### config.mk
export PLATFORM = sky130hd
export DESIGN_NAME = multi_slot_countdown_timer_bank_unit
export DESIGN_NICKNAME = d
export VERILOG_FILES = /design/src/mstb_pkg.sv /design/src/mstb_front.sv /design/src/mstb_queue.sv /design/src/mstb_back.sv /design/src/multi_slot_countdown_timer_bank_unit.sv
export SDC_FILE = /design/constraint.sdc
export NUM_CORES = 1
export LEC_CHECK = 0
export BUFFER_PORTS_ARGS = -buffer_cell sky130_fd_sc_hd__buf_2
export CORE_ASPECT_RATIO = 0.75
export CORE_MARGIN = 5
export CORE_UTILIZATION = 45
export CTS_BUF_LIST = sky130_fd_sc_hd__clkbuf_8
export DETAILED_ROUTE_END_ITERATION = 8
export PLACE_DENSITY = 0.66
export SYNTH_ARGS = -nofsm -noshare
export SYNTH_HDL_FRONTEND = slang
export SYNTH_HIERARCHICAL = 1
export SYNTH_SLANG_ARGS = --single-unit
### constraint.sdc
create_clock -name clk -period 3.9 [get_ports clk]
set_input_delay 0.78 -clock clk [delete_from_list [all_inputs] [get_ports clk]]
set_output_delay 0.78 -clock clk [all_outputs]
set_load 0.05 [all_outputs]
### src/mstb_pkg.sv
// Package for the multi-slot countdown timer bank: codes, limits and the
// command record passed from the front end through the queue to the back end.
// No dependencies.
package mstb_pkg;

    localparam int SLOT_COUNT_DEF = 16;
    localparam int QUEUE_DEPTH    = 2;
    localparam int RESULT_LIMIT   = 16;
    localparam int REP_W          = $clog2(RESULT_LIMIT + 1);

    localparam logic [15:0] STOPPED_VALUE = 16'hFFFF;
    localparam logic [7:0]  OWNER_INVALID = 8'hFF;

    typedef enum logic [2:0] {
        ACT_ALLOC       = 3'd0,
        ACT_CLOSE       = 3'd1,
        ACT_SET_TIMEOUT = 3'd2,
        ACT_START       = 3'd3,
        ACT_STOP        = 3'd4,
        ACT_TICK        = 3'd5
    } action_t;

    typedef enum logic [1:0] {
        ST_OK      = 2'd0,
        ST_INVALID = 2'd1,
        ST_NO_SLOT = 2'd2
    } status_t;

    // Classified command: bad marks anything rejectable without slot state.
    typedef struct packed {
        action_t     kind;
        logic        bad;
        logic [3:0]  idx;
        logic [15:0] tmo;
        logic [7:0]  owner;
    } cmd_t;

endpackage

### src/mstb_front.sv
// Front end: decodes an input item into a command record and flags argument
// errors that need no slot state. Depends on mstb_pkg.
module mstb_front #(
    parameter int SLOT_COUNT = mstb_pkg::SLOT_COUNT_DEF
) (
    input  logic [2:0]      action,
    input  logic [3:0]      slot_index,
    input  logic [15:0]     timeout_ms,
    input  logic [7:0]      owner_tag,
    output mstb_pkg::cmd_t  cmd
);
    import mstb_pkg::*;

    logic idx_ok;

    assign idx_ok = (32'(slot_index) < SLOT_COUNT);

    always_comb
    begin
        cmd.kind  = ACT_CLOSE;
        cmd.bad   = 1'b0;
        cmd.idx   = slot_index;
        cmd.tmo   = timeout_ms;
        cmd.owner = owner_tag;
        unique case (action)
            ACT_ALLOC:
            begin
                cmd.kind = ACT_ALLOC;
                cmd.bad  = (owner_tag == OWNER_INVALID);
            end
            ACT_CLOSE:
            begin
                cmd.kind = ACT_CLOSE;
                cmd.bad  = !idx_ok;
            end
            ACT_SET_TIMEOUT:
            begin
                cmd.kind = ACT_SET_TIMEOUT;
                cmd.bad  = !idx_ok || (timeout_ms == 16'd0) || (timeout_ms == STOPPED_VALUE);
            end
            ACT_START:
            begin
                cmd.kind = ACT_START;
                cmd.bad  = !idx_ok;
            end
            ACT_STOP:
            begin
                cmd.kind = ACT_STOP;
                cmd.bad  = !idx_ok;
            end
            ACT_TICK:
            begin
                cmd.kind = ACT_TICK;
            end
            default:
            begin
                // unknown action: one invalid result
                cmd.bad = 1'b1;
            end
        endcase
    end

endmodule

### src/mstb_queue.sv
// Short command queue between front and back end.
// Depends on mstb_pkg.
module mstb_queue (
    input  logic            clk,
    input  logic            rst_n,
    input  logic            push,
    input  mstb_pkg::cmd_t  push_cmd,
    output logic            full,
    output logic            not_empty,
    input  logic            pop,
    output mstb_pkg::cmd_t  head
);
    import mstb_pkg::*;

    localparam int PW = (QUEUE_DEPTH > 1) ? $clog2(QUEUE_DEPTH) : 1;
    localparam int CW = $clog2(QUEUE_DEPTH + 1);

    cmd_t          entry_reg [QUEUE_DEPTH];
    logic [PW-1:0] wr_ptr_reg, wr_ptr_next;
    logic [PW-1:0] rd_ptr_reg, rd_ptr_next;
    logic [CW-1:0] count_reg, count_next;
    logic          do_push, do_pop;

    assign full      = (count_reg == CW'(QUEUE_DEPTH));
    assign not_empty = (count_reg != '0);
    assign head      = entry_reg[rd_ptr_reg];
    assign do_push   = push && !full;
    assign do_pop    = pop && not_empty;

    always_comb
    begin
        wr_ptr_next = wr_ptr_reg;
        rd_ptr_next = rd_ptr_reg;
        count_next  = count_reg;
        if (do_push)
        begin
            wr_ptr_next = (wr_ptr_reg == PW'(QUEUE_DEPTH - 1)) ? '0 : wr_ptr_reg + 1'b1;
        end
        if (do_pop)
        begin
            rd_ptr_next = (rd_ptr_reg == PW'(QUEUE_DEPTH - 1)) ? '0 : rd_ptr_reg + 1'b1;
        end
        if (do_push && !do_pop)
        begin
            count_next = count_reg + 1'b1;
        end
        else if (do_pop && !do_push)
        begin
            count_next = count_reg - 1'b1;
        end
    end

    always_ff @(posedge clk or negedge rst_n)
    begin
        if (!rst_n)
        begin
            wr_ptr_reg <= '0;
            rd_ptr_reg <= '0;
            count_reg  <= '0;
        end
        else
        begin
            wr_ptr_reg <= wr_ptr_next;
            rd_ptr_reg <= rd_ptr_next;
            count_reg  <= count_next;
        end
    end

    always_ff @(posedge clk)
    begin
        if (do_push)
        begin
            entry_reg[wr_ptr_reg] <= push_cmd;
        end
    end

endmodule

### src/mstb_back.sv
// Back end: slot state, timeout/countdown/owner memories, the one-slot-per-cycle
// walk for allocate and tick unless stalled, the result register. Uses mstb_pkg.
module mstb_back #(
    parameter int SLOT_COUNT = mstb_pkg::SLOT_COUNT_DEF
) (
    input  logic            clk,
    input  logic            rst_n,
    input  logic            q_valid,
    input  mstb_pkg::cmd_t  q_head,
    output logic            q_pop,
    output logic            result_valid,
    input  logic            result_stall,
    output logic [1:0]      status,
    output logic [3:0]      result_slot,
    output logic            expired,
    output logic [7:0]      expired_owner,
    output logic            last
);
    import mstb_pkg::*;

    localparam int SW = (SLOT_COUNT > 1) ? $clog2(SLOT_COUNT) : 1;
    localparam logic [SW-1:0] LAST_SLOT = SW'(SLOT_COUNT - 1);

    typedef enum logic [4:0] {
        S_IDLE  = 5'b00001,
        S_CMD   = 5'b00010,
        S_FIND  = 5'b00100,
        S_WALK  = 5'b01000,
        S_FLUSH = 5'b10000
    } bstate_t;

    bstate_t          state_reg, state_next;
    logic [SW-1:0]    cnt_reg, cnt_next;
    logic [REP_W-1:0] rep_reg, rep_next;
    cmd_t             cmd_reg, cmd_next;
    logic [SLOT_COUNT-1:0] in_use_reg, in_use_next;

    logic             pend_valid_reg, pend_valid_next;
    logic [3:0]       pend_slot_reg, pend_slot_next;
    logic [7:0]       pend_owner_reg, pend_owner_next;

    // slot memories, read data registered
    logic [15:0]      tmo_mem [SLOT_COUNT];
    logic [15:0]      rem_mem [SLOT_COUNT];
    logic [7:0]       own_mem [SLOT_COUNT];
    logic [15:0]      tmo_rd_reg, rem_rd_reg;
    logic [7:0]       own_rd_reg;
    logic [SW-1:0]    rd_addr;
    logic             tmo_we, rem_we, own_we;
    logic [SW-1:0]    tmo_wa, rem_wa, own_wa;
    logic [15:0]      tmo_wd, rem_wd;
    logic [7:0]       own_wd;

    logic             out_valid_reg;
    status_t          out_status_reg;
    logic [3:0]       out_slot_reg;
    logic             out_exp_reg;
    logic [7:0]       out_owner_reg;
    logic             out_last_reg;

    logic             emit;
    status_t          e_status;
    logic [3:0]       e_slot;
    logic             e_exp;
    logic [7:0]       e_owner;
    logic             e_last;

    logic             out_free;
    logic [SW-1:0]    cmd_addr, head_addr;
    logic [SW+3:0]    cnt_wide;
    logic [15:0]      rem_dec;
    logic             at_last;

    assign out_free  = !out_valid_reg || !result_stall;
    assign cmd_addr  = SW'(cmd_reg.idx);
    assign head_addr = SW'(q_head.idx);
    assign cnt_wide  = (SW + 4)'(cnt_reg);
    assign rem_dec   = rem_rd_reg - 16'd1;
    assign at_last   = (cnt_reg == LAST_SLOT);

    always_comb
    begin
        state_next      = state_reg;
        cnt_next        = cnt_reg;
        rep_next        = rep_reg;
        cmd_next        = cmd_reg;
        in_use_next     = in_use_reg;
        pend_valid_next = pend_valid_reg;
        pend_slot_next  = pend_slot_reg;
        pend_owner_next = pend_owner_reg;
        q_pop           = 1'b0;
        rd_addr         = cnt_reg;
        emit            = 1'b0;
        e_status        = ST_OK;
        e_slot          = '0;
        e_exp           = 1'b0;
        e_owner         = '0;
        e_last          = 1'b1;
        tmo_we          = 1'b0;
        tmo_wa          = cnt_reg;
        tmo_wd          = cmd_reg.tmo;
        rem_we          = 1'b0;
        rem_wa          = cnt_reg;
        rem_wd          = STOPPED_VALUE;
        own_we          = 1'b0;
        own_wa          = cnt_reg;
        own_wd          = cmd_reg.owner;

        unique case (state_reg)
            S_IDLE:
            begin
                rd_addr = head_addr;
                if (q_valid)
                begin
                    q_pop    = 1'b1;
                    cmd_next = q_head;
                    cnt_next = '0;
                    rep_next = '0;
                    if (q_head.bad)
                    begin
                        state_next = S_CMD;
                    end
                    else if (q_head.kind == ACT_ALLOC)
                    begin
                        state_next = S_FIND;
                    end
                    else if (q_head.kind == ACT_TICK)
                    begin
                        state_next = S_WALK;
                        rd_addr    = '0;
                    end
                    else
                    begin
                        state_next = S_CMD;
                    end
                end
            end
            S_CMD:
            begin
                rd_addr = cmd_addr;
                if (out_free)
                begin
                    emit       = 1'b1;
                    state_next = S_IDLE;
                    if (cmd_reg.bad || !in_use_reg[cmd_addr])
                    begin
                        e_status = ST_INVALID;
                    end
                    else
                    begin
                        case (cmd_reg.kind)
                            ACT_CLOSE:
                            begin
                                in_use_next[cmd_addr] = 1'b0;
                            end
                            ACT_SET_TIMEOUT:
                            begin
                                tmo_we = 1'b1;
                                tmo_wa = cmd_addr;
                            end
                            ACT_START:
                            begin
                                rem_we = 1'b1;
                                rem_wa = cmd_addr;
                                rem_wd = tmo_rd_reg;
                            end
                            ACT_STOP:
                            begin
                                rem_we = 1'b1;
                                rem_wa = cmd_addr;
                            end
                            default:
                            begin
                            end
                        endcase
                    end
                end
            end
            S_FIND:
            begin
                // lowest free slot, one slot per cycle
                if (!in_use_reg[cnt_reg])
                begin
                    if (out_free)
                    begin
                        emit                 = 1'b1;
                        e_slot               = cnt_wide[3:0];
                        in_use_next[cnt_reg] = 1'b1;
                        tmo_we               = 1'b1;
                        rem_we               = 1'b1;
                        own_we               = 1'b1;
                        state_next           = S_IDLE;
                    end
                end
                else if (at_last)
                begin
                    if (out_free)
                    begin
                        emit       = 1'b1;
                        e_status   = ST_NO_SLOT;
                        state_next = S_IDLE;
                    end
                end
                else
                begin
                    cnt_next = cnt_reg + 1'b1;
                end
            end
            S_WALK:
            begin
                // read data holds slot cnt_reg; stall holds the address
                if (out_free)
                begin
                    rd_addr = at_last ? cnt_reg : cnt_reg + 1'b1;
                    if (in_use_reg[cnt_reg] && (rem_rd_reg != STOPPED_VALUE))
                    begin
                        rem_we = 1'b1;
                        if (rem_dec == 16'd0)
                        begin
                            if (rep_reg < REP_W'(RESULT_LIMIT))
                            begin
                                // previous expiry is now known not to be last
                                if (pend_valid_reg)
                                begin
                                    emit    = 1'b1;
                                    e_slot  = pend_slot_reg;
                                    e_exp   = 1'b1;
                                    e_owner = pend_owner_reg;
                                    e_last  = 1'b0;
                                end
                                pend_valid_next = 1'b1;
                                pend_slot_next  = cnt_wide[3:0];
                                pend_owner_next = own_rd_reg;
                                rep_next        = rep_reg + 1'b1;
                            end
                        end
                        else
                        begin
                            // zero countdown wraps to the stopped value here
                            rem_wd = rem_dec;
                        end
                    end
                    if (at_last)
                    begin
                        state_next = S_FLUSH;
                    end
                    else
                    begin
                        cnt_next = cnt_reg + 1'b1;
                    end
                end
            end
            S_FLUSH:
            begin
                if (!pend_valid_reg)
                begin
                    state_next = S_IDLE;
                end
                else if (out_free)
                begin
                    emit            = 1'b1;
                    e_slot          = pend_slot_reg;
                    e_exp           = 1'b1;
                    e_owner         = pend_owner_reg;
                    pend_valid_next = 1'b0;
                    state_next      = S_IDLE;
                end
            end
            default:
            begin
                state_next = S_IDLE;
            end
        endcase
    end

    always_ff @(posedge clk or negedge rst_n)
    begin
        if (!rst_n)
        begin
            state_reg      <= S_IDLE;
            cnt_reg        <= '0;
            rep_reg        <= '0;
            in_use_reg     <= '0;
            pend_valid_reg <= 1'b0;
            out_valid_reg  <= 1'b0;
        end
        else
        begin
            state_reg      <= state_next;
            cnt_reg        <= cnt_next;
            rep_reg        <= rep_next;
            in_use_reg     <= in_use_next;
            pend_valid_reg <= pend_valid_next;
            if (emit)
            begin
                out_valid_reg <= 1'b1;
            end
            else if (!result_stall)
            begin
                out_valid_reg <= 1'b0;
            end
        end
    end

    always_ff @(posedge clk)
    begin
        cmd_reg        <= cmd_next;
        pend_slot_reg  <= pend_slot_next;
        pend_owner_reg <= pend_owner_next;
        if (emit)
        begin
            out_status_reg <= e_status;
            out_slot_reg   <= e_slot;
            out_exp_reg    <= e_exp;
            out_owner_reg  <= e_owner;
            out_last_reg   <= e_last;
        end
    end

    always_ff @(posedge clk)
    begin
        if (tmo_we)
        begin
            tmo_mem[tmo_wa] <= tmo_wd;
        end
        if (rem_we)
        begin
            rem_mem[rem_wa] <= rem_wd;
        end
        if (own_we)
        begin
            own_mem[own_wa] <= own_wd;
        end
        tmo_rd_reg <= tmo_mem[rd_addr];
        rem_rd_reg <= rem_mem[rd_addr];
        own_rd_reg <= own_mem[rd_addr];
    end

    assign result_valid  = out_valid_reg;
    assign status        = out_status_reg;
    assign result_slot   = out_slot_reg;
    assign expired       = out_exp_reg;
    assign expired_owner = out_owner_reg;
    assign last          = out_last_reg;

endmodule

### src/multi_slot_countdown_timer_bank_unit.sv
// Top level of the multi-slot countdown timer bank: front decoder, command
// queue and back end. Depends on mstb_pkg, mstb_front, mstb_queue, mstb_back.
//
// Usage:
//  - Item channel (item_valid/item_stall): one command per transfer:
//    allocate, close, set timeout, start, stop or tick. item_stall is high
//    only while the two-entry command queue is full.
//  - Result channel (result_valid/result_stall): every command but tick gives
//    one result with last set. A tick gives one result per expiring slot in
//    ascending slot order (at most 16), last on the final one, and no result
//    at all when nothing expires.
//  - Back end: close, set timeout, start, stop and rejected commands pass
//    through S_IDLE and S_CMD. Allocate scans slots one per cycle. A tick
//    walks every slot one per cycle through the countdown memory while
//    results are not stalled. The back end works on one command at a
//    time; sustained rate is set by that slot walk.
//  - Reset: all slots free and stopped at once; slot memories need no clear
//    since a slot is only read while in use, after allocate wrote it.
//  - Stall: a result waits in the output register while result_stall is high;
//    the back end holds its walk, and new commands keep filling the queue.
module multi_slot_countdown_timer_bank_unit #(
    parameter int SLOT_COUNT = mstb_pkg::SLOT_COUNT_DEF
) (
    input  logic        clk,
    input  logic        rst_n,
    input  logic        item_valid,
    output logic        item_stall,
    input  logic [2:0]  action,
    input  logic [3:0]  slot_index,
    input  logic [15:0] timeout_ms,
    input  logic [7:0]  owner_tag,
    output logic        result_valid,
    input  logic        result_stall,
    output logic [1:0]  status,
    output logic [3:0]  result_slot,
    output logic        expired,
    output logic [7:0]  expired_owner,
    output logic        last
);
    import mstb_pkg::*;

    cmd_t front_cmd;   // decoded command entering the queue
    cmd_t q_head;      // oldest queued command
    logic q_full;
    logic q_valid;
    logic q_pop;

    mstb_front #(
        .SLOT_COUNT (SLOT_COUNT)
    ) u_front (
        .action     (action),
        .slot_index (slot_index),
        .timeout_ms (timeout_ms),
        .owner_tag  (owner_tag),
        .cmd        (front_cmd)
    );

    // full is registered state, so stall never depends on valid
    assign item_stall = q_full;

    mstb_queue u_queue (
        .clk       (clk),
        .rst_n     (rst_n),
        .push      (item_valid),
        .push_cmd  (front_cmd),
        .full      (q_full),
        .not_empty (q_valid),
        .pop       (q_pop),
        .head      (q_head)
    );

    mstb_back #(
        .SLOT_COUNT (SLOT_COUNT)
    ) u_back (
        .clk           (clk),
        .rst_n         (rst_n),
        .q_valid       (q_valid),
        .q_head        (q_head),
        .q_pop         (q_pop),
        .result_valid  (result_valid),
        .result_stall  (result_stall),
        .status        (status),
        .result_slot   (result_slot),
        .expired       (expired),
        .expired_owner (expired_owner),
        .last          (last)
    );

endmodule

==> impl_metrics.tcl <==
set metrics [dict create \
    status "complete, no violations" \
    gp_congestion 0.9037 \
    grt_pass1_wl_um 123900 \
    design.die.area_um2 81570 \
    ctsHoldBuffers 0 \
    slew_headroom 0.2091 \
    clkSlewWorstSetupHoldPaths_ps 60 \
    initialDrtViolationCount 2238 \
    synth_seq_area_share 0.7215 \
    ctsResizeCount 0 \
    crit_family "compound AO/OA/AOI/OAI gates" \
    drive_gt1_frac 0.1705 \
    avgSynthCellArea_um2 14.99 \
    num_vias 20310 \
    grt_use_total 0.1979 \
    fmax_mhz 263.2 \
    path_buf_inv 2 \
    leakage_uw 0.01341 \
    fin_crit_sh 0.9740 \
    ant_nets 0 \
    reg.largest.list "u_back/rem_mem x256, u_back/tmo_mem x256, u_back/own_mem x128" \
    worstSetupPathType "reg -> reg" \
    dpl.hpwl_um 52640 \
    crit_chain "ha_1 -> a32oi_1 -> mux2i_1 -> o2111ai_1 -> and2_4 -> buf_12 -> buf_4 -> mux2i_1 -> mux2i_1 -> a32oi_1 -> nand3_1" \
    final_area_um2 38450 \
    ctsRootBufferMaster "clkbuf_8" \
    clock_sinks 840 \
    grt_max_degree 94 \
    synth_enable_flop_cells 764 \
    grt_pass1_vias 19990 \
    drc 0 \
    nNetsFinal 2439 \
    cts_made_buffers 117 \
    worst_setup_path_start_kind "register" \
    hold_viol 0 \
    end_kind "register" \
    grt_overflow 0 \
    cap_violations 0 \
    synthDistinctLibCells 79 \
    die_h_um 248.6 \
    pwr_density_cell_nw_per_um2 931.7 \
    ios 53 \
    design.core.area_um2 75220 \
    vias_per_cell 5.768 \
    num_rows 87 \
    ys.warnings.count 6 \
    cts_tree "built" \
    tightestPinTransition_ps 1184 \
    cts_max_level 3 \
    place_area_um2 36080 \
    clockBufferDepth 3 \
    synth_nets 2323 \
    slowest_delay_ps 550 \
    port_buffers 52 \
    syn_inst 2279 \
    min_period_ps 3799 \
    ys_ff_latch 840 \
    wl_um 82670 \
    finClkSkew_ps 37.90 \
    critPathSlowestCell "dfrtp_1" \
    clk_latency_ps 730 \
    async_flop_share 0.04286 \
    path_common_cell "mux2i_1" \
    cts_setup_buffers 0 \
    syn2layout_area_growth_pct 12.57 \
    initial_core_util 0.4541 \
    maxSlewViolCount 0 \
    cp.arrival_ps 4350 \
    path_max_fanout 20 \
    first_pass_iters 5 \
    setup_viol 0 \
    ir_worst_vdd_v 0.0008265 \
    hp-class "in -> async" \
    syn-cell-area_um2 34160 \
    crit_required_ps 4450 \
    rsz0062_at_grt "no" \
    antenna_found_initial 1 \
    num_antenna_cells 0 \
    die_x_um 328.1 \
    ys.flop_type "edfxtp_1" \
    wl_per_cell_um 23.48 \
    setup_tns_ps 0 \
]
## through the flow
stage | worst slack, ps | power, uW | utilization | hold WS, ps | cells
final | 101.3 | 35830 | 0.5112 | 167.7 | 3521
after global routing | 0.4743 | 37610 | 0.5112 | 198.5 | 3521
after CTS | 192.4 | 35800 | 0.5112 | 129.3 | 3521
after detailed placement | 211.5 | 29040 | 0.4797 | 391.2 | 3299
after global placement | 309.4 | 28770 | 0.4797 | 391.7 | 3299
after floorplan | 154.3 | 23290 | - | 385.5 | 2279
## synthesized netlist by cell type (10+ instances only)
cell,instances,area (um^2)
edfxtp_1,764,22940
mux2_4,29,435.4
nand2b_1,11,68.82
a31oi_1,10,62.56
a32oi_1,41,359.1
nand2_1,290,1089
a221o_1,80,800.8
a2bb2oi_1,10,87.58
buf_4,38,285.3
nand3_1,154,770.7
mux4_2,10,225.2
nor3_1,14,70.07
a21oi_1,104,520.5
nor2b_1,11,68.82
clkbuf_1,79,296.5
and3_1,19,118.9
dfrtp_1,35,875.8
mux2i_1,205,2052
buf_2,44,220.2
o211ai_1,17,127.6
and2_1,17,106.4
o21ai_0,39,195.2
nand4_1,14,87.58
nor2_1,49,183.9
o22ai_1,15,93.84
dfxtp_1,40,800.8
xnor2_1,15,131.4
inv_1,11,41.29
## path summary, 6_finish.rpt
kind,from,to,slack [ps],cells past startpoint
setup / recovery,u_back/cnt_reg[1],u_back/tmo_rd_reg[14],100,11
hold / removal,rst_n,u_queue/wr_ptr_reg,170,1
setup reg to reg,u_back/cnt_reg[1],u_back/tmo_rd_reg[14],100,11
hold reg to reg,u_back/own_rd_reg[5],u_back/pend_owner_reg[5],410,0
max in group asynchronous,rst_n,u_queue/rd_ptr_reg,3120,1
min in group clk,slot_index[0],u_queue/entry_reg[0][24],250,1
## worst reg2reg max path, delay by kind of cell, from the launching register on
kind / cells / cell delay [ps]
AOI/OAI and AO/OA: 3 / 1010
and+or+nand+nor: 2 / 720
DFF: 1 / 550
buffers and inverters: 2 / 550
muxes: 3 / 510
adders and majority gates: 1 / 300
## metal layers
| metal | share of wire | wire (um) | track usage |
|---|---|---|---|
| met5 | 0 | 0 | 0 |
| met1 | 0.44 | 36230 | 0.2890 |
| met2 | 0.45 | 36920 | 0.2956 |
| met4 | 0.019 | 1587 | 0.04787 |
| met3 | 0.096 | 7939 | 0.05670 |
## area by class of cell
class                   instances  area, um^2
clock inverters                80       411.6
well taps                    1023        1280
fillers                      6104       36770
inverters                      11       41.29
multi-input cells            1254        8776
clock buffers                 142        1954
repair buffers                171        1341
flip-flops and latches        840       24650
## kinds of logic after synthesis
group	share of synthesized area
AOI/OAI and AO/OA	0.07546
muxes	0.08040
and+or+nand+nor	0.08524
DFF	0.7215
adders and majority gates	0.003297
xor gates and xnor gates	0.005898
buffers and inverters	0.02821
## cell usage in the layout (no fill, tap or decap), types with 15 or more instances in the layout
cell type,count
edfxtp_1,764
nand2_1,287
mux2i_1,205
nand3_1,154
clkbuf_8,142
buf_4,104
a21oi_1,95
a221o_1,80
inv_1,69
buf_2,52
nor2_1,42
a32oi_1,41
dfxtp_1,40
o21ai_0,39
dfrtp_1,34
mux2_4,29
and3_1,19
o211ai_1,17
and2_1,16
xnor2_1,15
o22ai_2,15
buf_12,15
## report_power, final
part | leakage (uW) | internal (uW) | switching, uW | total, uW
sequential | 0.00767 | 11700 | 1360 | 13000
clock | 0.00142 | 3490 | 3230 | 6720
combinational | 0.00432 | 5990 | 10100 | 16100
total | 0.0134 | 21100 | 14700 | 35800
No activity file was read; power rests on OpenSTA's default activity.
